File: src/design/u8dec_pkg.sv
// Shared types and constants for the UTF-8 to code point decoder.
// Used by the front, queue, back and top-level modules.
`default_nettype none

package u8dec_pkg;

   localparam int BYTE_W = 8;
   localparam int CP_W   = 21;
   localparam int LEN_W  = 3;
   localparam int REM_W  = 2;

   // Lead byte class patterns and payload masks.
   localparam logic [BYTE_W-1:0] ASCII_LIMIT = 8'h80;
   localparam logic [BYTE_W-1:0] LEAD2_MASK  = 8'hE0;
   localparam logic [BYTE_W-1:0] LEAD2_CODE  = 8'hC0;
   localparam logic [BYTE_W-1:0] LEAD3_MASK  = 8'hF0;
   localparam logic [BYTE_W-1:0] LEAD3_CODE  = 8'hE0;
   localparam logic [BYTE_W-1:0] LEAD4_MASK  = 8'hF8;
   localparam logic [BYTE_W-1:0] LEAD4_CODE  = 8'hF0;
   localparam logic [BYTE_W-1:0] LEAD2_DATA  = 8'h1F;
   localparam logic [BYTE_W-1:0] LEAD3_DATA  = 8'h0F;
   localparam logic [BYTE_W-1:0] LEAD4_DATA  = 8'h07;
   localparam logic [BYTE_W-1:0] CONT_DATA   = 8'h3F;

   localparam logic [LEN_W-1:0] LEN_1 = 3'd1;
   localparam logic [LEN_W-1:0] LEN_2 = 3'd2;
   localparam logic [LEN_W-1:0] LEN_3 = 3'd3;
   localparam logic [LEN_W-1:0] LEN_4 = 3'd4;

   typedef enum logic [2:0] {
      KIND_END,
      KIND_ASCII,
      KIND_LEAD2,
      KIND_LEAD3,
      KIND_LEAD4,
      KIND_OTHER
   } kind_type;

   typedef struct packed {
      kind_type          kind;
      logic [BYTE_W-1:0] data;
   } item_type;

endpackage

`default_nettype wire

File: src/design/u8dec_front.sv
// Front end: classifies each incoming byte by its lead-byte pattern.
// Depends on u8dec_pkg for the item type and class constants.
`default_nettype none

module u8dec_front
   import u8dec_pkg::*;
(
   input  wire logic [BYTE_W-1:0] req_text_byte,
   output item_type               item
);

   kind_type kind;

   always_comb begin
      if (req_text_byte == '0) begin
         kind = KIND_END;
      end else if (req_text_byte < ASCII_LIMIT) begin
         kind = KIND_ASCII;
      end else if ((req_text_byte & LEAD2_MASK) == LEAD2_CODE) begin
         kind = KIND_LEAD2;
      end else if ((req_text_byte & LEAD3_MASK) == LEAD3_CODE) begin
         kind = KIND_LEAD3;
      end else if ((req_text_byte & LEAD4_MASK) == LEAD4_CODE) begin
         kind = KIND_LEAD4;
      end else begin
         kind = KIND_OTHER;
      end
   end

   assign item.kind = kind;
   assign item.data = req_text_byte;

endmodule

`default_nettype wire

File: src/design/u8dec_queue.sv
// Small FIFO of classified bytes between the front and back ends.
// Depends on u8dec_pkg for the item type.
`default_nettype none

module u8dec_queue
   import u8dec_pkg::*;
#(
   parameter int DEPTH = 2
) (
   input  wire logic     clock,
   input  wire logic     reset,
   input  wire logic     push,
   input  wire item_type push_item,
   output logic          full,
   input  wire logic     pop,
   output logic          not_empty,
   output item_type      head_item
);

   localparam int PW = (DEPTH > 1) ? $clog2(DEPTH) : 1;
   localparam int CW = $clog2(DEPTH + 1);

   item_type        slot_ff [DEPTH];
   logic [PW-1:0]   wr_ptr_ff, wr_ptr_in;
   logic [PW-1:0]   rd_ptr_ff, rd_ptr_in;
   logic [CW-1:0]   cnt_ff, cnt_in;
   logic            do_push, do_pop;

   assign full      = (cnt_ff == CW'(DEPTH));
   assign not_empty = (cnt_ff != '0);
   assign head_item = slot_ff[rd_ptr_ff];
   assign do_push   = push && !full;
   assign do_pop    = pop && not_empty;

   always_comb begin
      wr_ptr_in = wr_ptr_ff;
      rd_ptr_in = rd_ptr_ff;
      cnt_in    = cnt_ff;
      if (do_push) begin
         wr_ptr_in = (wr_ptr_ff == PW'(DEPTH - 1)) ? '0 : wr_ptr_ff + PW'(1);
      end
      if (do_pop) begin
         rd_ptr_in = (rd_ptr_ff == PW'(DEPTH - 1)) ? '0 : rd_ptr_ff + PW'(1);
      end
      if (do_push && !do_pop) begin
         cnt_in = cnt_ff + CW'(1);
      end else if (do_pop && !do_push) begin
         cnt_in = cnt_ff - CW'(1);
      end
   end

   always_ff @(posedge clock) begin
      if (reset) begin
         wr_ptr_ff <= '0;
         rd_ptr_ff <= '0;
         cnt_ff    <= '0;
      end else begin
         wr_ptr_ff <= wr_ptr_in;
         rd_ptr_ff <= rd_ptr_in;
         cnt_ff    <= cnt_in;
      end
   end

   always_ff @(posedge clock) begin
      if (do_push) begin
         slot_ff[wr_ptr_ff] <= push_item;
      end
   end

   a_cnt_bound: assert property (@(posedge clock) disable iff (reset)
      cnt_ff <= CW'(DEPTH))
      else $error("queue count above depth");

endmodule

`default_nettype wire

File: src/design/u8dec_back.sv
// Back end: gathers payload bits of each sequence and registers results.
// Depends on u8dec_pkg for the item type, masks and lengths.
`default_nettype none

module u8dec_back
   import u8dec_pkg::*;
(
   input  wire logic              clock,
   input  wire logic              reset,
   input  wire logic              item_valid,
   input  wire item_type          item,
   output logic                   item_pop,
   output logic                   rsp_valid,
   input  wire logic              rsp_stall,
   output logic [CP_W-1:0]        rsp_code_point,
   output logic [LEN_W-1:0]       rsp_sequence_length
);

   logic [REM_W-1:0] rem_ff, rem_in;
   logic [CP_W-1:0]  part_ff, part_in;
   logic [LEN_W-1:0] len_ff, len_in;
   logic             out_valid_ff, out_valid_in;
   logic [CP_W-1:0]  out_cp_ff, out_cp_in;
   logic [LEN_W-1:0] out_len_ff, out_len_in;
   logic             emit;
   logic [CP_W-1:0]  shifted;

   // Advance only when the output register is free or draining this cycle.
   assign item_pop = item_valid && (!out_valid_ff || !rsp_stall);
   assign shifted  = {part_ff[CP_W-7:0], item.data[5:0] & CONT_DATA[5:0]};

   always_comb begin
      rem_in     = rem_ff;
      part_in    = part_ff;
      len_in     = len_ff;
      emit       = 1'b0;
      out_cp_in  = out_cp_ff;
      out_len_in = out_len_ff;
      if (item_pop) begin
         if (item.kind == KIND_END) begin
            rem_in  = '0;
            part_in = '0;
            len_in  = '0;
         end else if (rem_ff != '0) begin
            // Any nonzero byte counts as a continuation.
            if (rem_ff == REM_W'(1)) begin
               emit       = 1'b1;
               out_cp_in  = shifted;
               out_len_in = len_ff;
               rem_in     = '0;
               part_in    = '0;
               len_in     = '0;
            end else begin
               rem_in  = rem_ff - REM_W'(1);
               part_in = shifted;
            end
         end else begin
            case (item.kind)
               KIND_ASCII: begin
                  emit       = 1'b1;
                  out_cp_in  = CP_W'(item.data);
                  out_len_in = LEN_1;
               end
               KIND_LEAD2: begin
                  part_in = CP_W'(item.data & LEAD2_DATA);
                  rem_in  = REM_W'(1);
                  len_in  = LEN_2;
               end
               KIND_LEAD3: begin
                  part_in = CP_W'(item.data & LEAD3_DATA);
                  rem_in  = REM_W'(2);
                  len_in  = LEN_3;
               end
               KIND_LEAD4: begin
                  part_in = CP_W'(item.data & LEAD4_DATA);
                  rem_in  = REM_W'(3);
                  len_in  = LEN_4;
               end
               default: begin
                  // drop invalid lead
               end
            endcase
         end
      end
      out_valid_in = emit || (out_valid_ff && rsp_stall);
   end

   always_ff @(posedge clock) begin
      if (reset) begin
         rem_ff       <= '0;
         part_ff      <= '0;
         len_ff       <= '0;
         out_valid_ff <= 1'b0;
      end else begin
         rem_ff       <= rem_in;
         part_ff      <= part_in;
         len_ff       <= len_in;
         out_valid_ff <= out_valid_in;
      end
   end

   always_ff @(posedge clock) begin
      out_cp_ff  <= out_cp_in;
      out_len_ff <= out_len_in;
   end

   assign rsp_valid           = out_valid_ff;
   assign rsp_code_point      = out_cp_ff;
   assign rsp_sequence_length = out_len_ff;

   // The length stays fixed while the remaining count runs down, so it exceeds that count and is at most four.
   a_len_tracks_rem: assert property (@(posedge clock) disable iff (reset)
      rem_ff != '0 |-> len_ff > LEN_W'(rem_ff) && len_ff <= LEN_4)
      else $error("pending length out of step with remaining count");

   a_ascii_range: assert property (@(posedge clock) disable iff (reset)
      out_valid_ff && out_len_ff == LEN_1 |-> out_cp_ff < CP_W'(ASCII_LIMIT))
      else $error("single-byte result above ASCII range");

   a_end_clears: assert property (@(posedge clock) disable iff (reset)
      item_pop && item.kind == KIND_END |=> rem_ff == '0 && part_ff == '0)
      else $error("end of text did not clear the pending sequence");

endmodule

`default_nettype wire

File: src/design/utf8_to_codepoint_decoder.sv
// UTF-8 byte stream to code point decoder, top level.
// A byte that completes a sequence is stored in a queue slot, then its result is held in the output register.
// Throughput: one byte per cycle while rsp_stall is low, as the classify and shift are combinational.
// Back pressure reaches req_stall once the QUEUE_DEPTH-entry queue fills.
// Synchronous reset empties the queue and output register and drops any partial sequence.
`default_nettype none

module utf8_to_codepoint_decoder
   import u8dec_pkg::*;
#(
   parameter int QUEUE_DEPTH = 2
) (
   input  wire logic              clock,
   input  wire logic              reset,
   input  wire logic              req_valid,
   output logic                   req_stall,
   input  wire logic [BYTE_W-1:0] req_text_byte,
   output logic                   rsp_valid,
   input  wire logic              rsp_stall,
   output logic [CP_W-1:0]        rsp_code_point,
   output logic [LEN_W-1:0]       rsp_sequence_length
);

   item_type front_item;
   item_type head_item;
   logic     q_full;
   logic     q_not_empty;
   logic     q_pop;

   u8dec_front u_front (
      .req_text_byte (req_text_byte),
      .item          (front_item)
   );

   u8dec_queue #(
      .DEPTH (QUEUE_DEPTH)
   ) u_queue (
      .clock     (clock),
      .reset     (reset),
      .push      (req_valid),
      .push_item (front_item),
      .full      (q_full),
      .pop       (q_pop),
      .not_empty (q_not_empty),
      .head_item (head_item)
   );

   u8dec_back u_back (
      .clock               (clock),
      .reset               (reset),
      .item_valid          (q_not_empty),
      .item                (head_item),
      .item_pop            (q_pop),
      .rsp_valid           (rsp_valid),
      .rsp_stall           (rsp_stall),
      .rsp_code_point      (rsp_code_point),
      .rsp_sequence_length (rsp_sequence_length)
   );

   assign req_stall = q_full;

endmodule

`default_nettype wire
File: config.mk
export PLATFORM = sky130hd
export DESIGN_NAME = utf8_to_codepoint_decoder
export DESIGN_NICKNAME = d
export VERILOG_FILES = /design/src/design/u8dec_pkg.sv /design/src/design/u8dec_front.sv /design/src/design/u8dec_queue.sv /design/src/design/u8dec_back.sv /design/src/design/utf8_to_codepoint_decoder.sv
export SDC_FILE = /design/constraint.sdc
export NUM_CORES = 1
export LEC_CHECK = 0
export ABC_AREA = 1
export BUFFER_PORTS_ARGS = -buffer_cell sky130_fd_sc_hd__buf_4
export CAP_MARGIN = 25
export CORE_ASPECT_RATIO = 0.75
export CORE_UTILIZATION = 57
export DETAILED_ROUTE_END_ITERATION = 16
export PLACE_DENSITY = 0.77
export SLEW_MARGIN = 20
export SYNTH_ARGS = -nofsm -noshare
export SYNTH_HDL_FRONTEND = slang
export SYNTH_SLANG_ARGS = --single-unit
File: constraint.sdc
create_clock -name clock -period 2.4 [get_ports clock]
set_input_delay 0.12 -clock clock [delete_from_list [all_inputs] [get_ports clock]]
set_output_delay 0.12 -clock clock [all_outputs]
set_load 0.03 [all_outputs]
==> results.toml <==
[floorplan]
start_util = 0.601
core_area_sq_mm = 0.00495
fp.dieArea_sq_mm = 0.00552
die_w_um = 85.5
pin_count = 38
die_h_um = 64.6
core.rowCount = 22

[worst_setup_path]
cpMostUsedCell = "nand2_1"
endpoint_kind = "flop"
cp-start-kind = "flop"
crit_family = "buffers and inverters"
cp_slowest_cell = "dfxtp_1"
path_buf_inv = 3
reg2regPathDepth = 8
cp_max_fo = 18
critPathArrivalTime_ps = 1930
worstReg2RegEnd = "u_back.rsp_sequence_length[2]"
path_class = "flop to flop"
crit_chain = "buf_4 -> nand2_1 -> nand2_2 -> nand3_1 -> nand2_1 -> nand4_1 -> inv_1 -> buf_12"
critPathRequiredTime_ps = 2460
endpoint = "u_back.rsp_sequence_length[2]"
regToRegSetupSlack_ps = 530
max_stage_delay_ps = 430
worstSetupPathDepth = 8

[layout]
nets = 381
fin_area_sq_mm = 0.00365
fin_cells = 431
area_growth_pct = 22.6
drive_gt1_frac = 0.199
n_antenna_cell = 0

[clock_tree]
cts-root-buf = "clkbuf_8"
cts_buffers = 9
clk_pin_slew_ps = 80
postCtsSetupBuffers = 0
cts_tree = "yes"
clk_latency_ps = 350
clock_path_buffers = 2
clkSinkCount = 72
htreeDepth = 3

[hold_path]
worstHoldPathType = "primary input to flop"

[routing]
wirelength_um = 5840
drt_iter0_markers = 192
top_layer_used = "met4"
route.vias.total = 2213
dr.pass1.iters = 5
met3_length_um = 330
ant_nets = 0
drc = 0
wl_met1_um = 2750
wl_met2_um = 2700
vias_per_cell = 5.13
routedWlPerCell_um = 13.6

[power]
p_leak_uw = 0.00154
ir_drop_uv = 683
p_per_area_mw_per_mm2 = 1400

[global_route]
grt_pass1_wl_um = 9650
antenna_found_initial = 0
grt_max_degree = 28
grt_pass1_vias = 2075
track_usage = 0.235
grt_overflow = 0

[status]
status = "finished clean"

[timing]
setup_viol = 0
period_needed_ps = 1870
relSlewSlack = 0.646
fmax_mhz = 534
hold_violations = 0
grt_setup_unrepaired = "no"
finalClockSkew_ps = 7.42
finalCritPeriodShare = 0.780
drv_slew = 0
fin_ws_ps = 529
finalSetupTns_ps = 0
worstMarginPinSlew_ps = 530

[logic_synthesis]
syn_nets = 325
synth_edf_count = 46
syn_avg_cell_area_sq_um = 9.61
yosysSeqAreaShare = 0.639
ys_warn_count = 0
synth_cells = 310
synth-main-ff-cell = "edfxtp_1"
synth_cell_types = 26
synth_area_sq_mm = 0.00298
synthArstFlopShare = 0
synth-seq-cells = 72

[placement]
io_buffers = 37
placedInstanceArea_sq_mm = 0.00335
dp_cells = 406
place_ws_ps = 544
dp_hpwl_um = 4020
place_congestion = 0.834

[run]
drv_cap = 0
[what timing repair did]
| action | CTS | global route |
|---|---|---|
| hold buffers | 9 | 0 |
| resized for setup | 0 | 0 |
| endpoints found under the hold margin | 22 | 0 |
[worst reg2reg max path, cell delays in order (launching register included)]
cell and delay [ps]:
dfxtp_1 430, buf_4 200, nand2_1 70, nand2_2 110
nand3_1 80, nand2_1 60, nand4_1 120, inv_1 290
buf_12 210
[where the power goes]
part | leakage, uW | internal, uW | switching (uW)
Combinational | 0.000798 | 713 | 1450
Sequential | 0.000641 | 1790 | 164
Clock | 0.000102 | 544 | 447
Total | 0.00154 | 3050 | 2060
[synthesized netlist by cell type, drive strengths merged, types with 3 or more instances]
cell | instances | area, sq um
nand2 | 69 | 287
nor2 | 64 | 240
edfxtp | 46 | 1380
inv | 39 | 146
dfxtp | 26 | 521
o21ai | 24 | 131
nand3 | 13 | 87.6
a21oi | 10 | 50.1
buf | 6 | 37.5
clkbuf | 3 | 11.3
ha | 3 | 37.5
[cells in the final DEF, fill, tap and decap left out, types with 4 or more instances in the layout]
cell,count
clkbuf_8,9
buf_4,44
dfxtp_1,26
nand2_1,62
a21oi_1,10
nor2_1,64
dlygate4sd3_1,9
nand2_2,5
edfxtp_1,46
inv_1,37
nand3_1,10
o21ai_1,4
o21ai_0,17
[per-layer routing]
metal  global-route usage  vias to the layer above
met5                    0                        -
met4               0.0625                        0
met3               0.0828                       11
met2                0.386                       53
met1                0.299                     1035
li1                     -                     1114
[final cells by class]
class | count | area (sq um)
clock buffers | 12 | 156
repair buffers | 54 | 440
inverters | 39 | 146
well taps | 60 | 75.1
flip-flops and latches | 72 | 1900
multi-input cells | 190 | 881
fillers | 355 | 1300
clock inverters | 4 | 51.3
[worst min-delay path by stage]
stage	start	end	slack, ps	depth (start not counted)
after global placement	req_text_byte[2]	u_queue.slot_ff[0][2]	320	1
after detailed placement	req_text_byte[0]	u_queue.slot_ff[0][0]	320	1
final	rsp_stall	u_back.rsp_valid	70	3
after floorplan	req_text_byte[0]	u_queue.slot_ff[0][0]	220	0
after CTS	rsp_stall	u_back.rsp_valid	60	3
after global routing	rsp_stall	u_back.rsp_valid	70	3
[kinds of logic after synthesis]
kind of cell | share of synthesized area
adder cells (fa/ha/maj) | 0.0126
AND/OR/NAND/NOR | 0.213
buffers and inverters | 0.0655
flip-flops | 0.639
AO/OA/AOI/OAI | 0.0706
[sequential cells by signal, indices dropped and copies added, names as in the netlist, named ones only]
signal and count:
u_back.rem_ff 2, u_queue.rd_ptr_ff 1, u_queue.cnt_ff 2, u_back.part_ff 15, u_queue.wr_ptr_ff 1, u_back.len_ff 3
u_back.rsp_code_point 21, u_back.rsp_valid 1, u_queue.slot_ff 22, u_back.rsp_sequence_length 3
[stage by stage]
step           power [uW]  hold WS, ps  utilization
3_3_place_gp         4050          316        0.677
4_1_cts              5120         60.5        0.737
3_5_place_dp         4110          322        0.677
6_report             5110         72.3        0.737
2_1_floorplan        3490          219            -
5_1_grt              5460         65.2        0.737
Power figures use the tool's default switching activity.
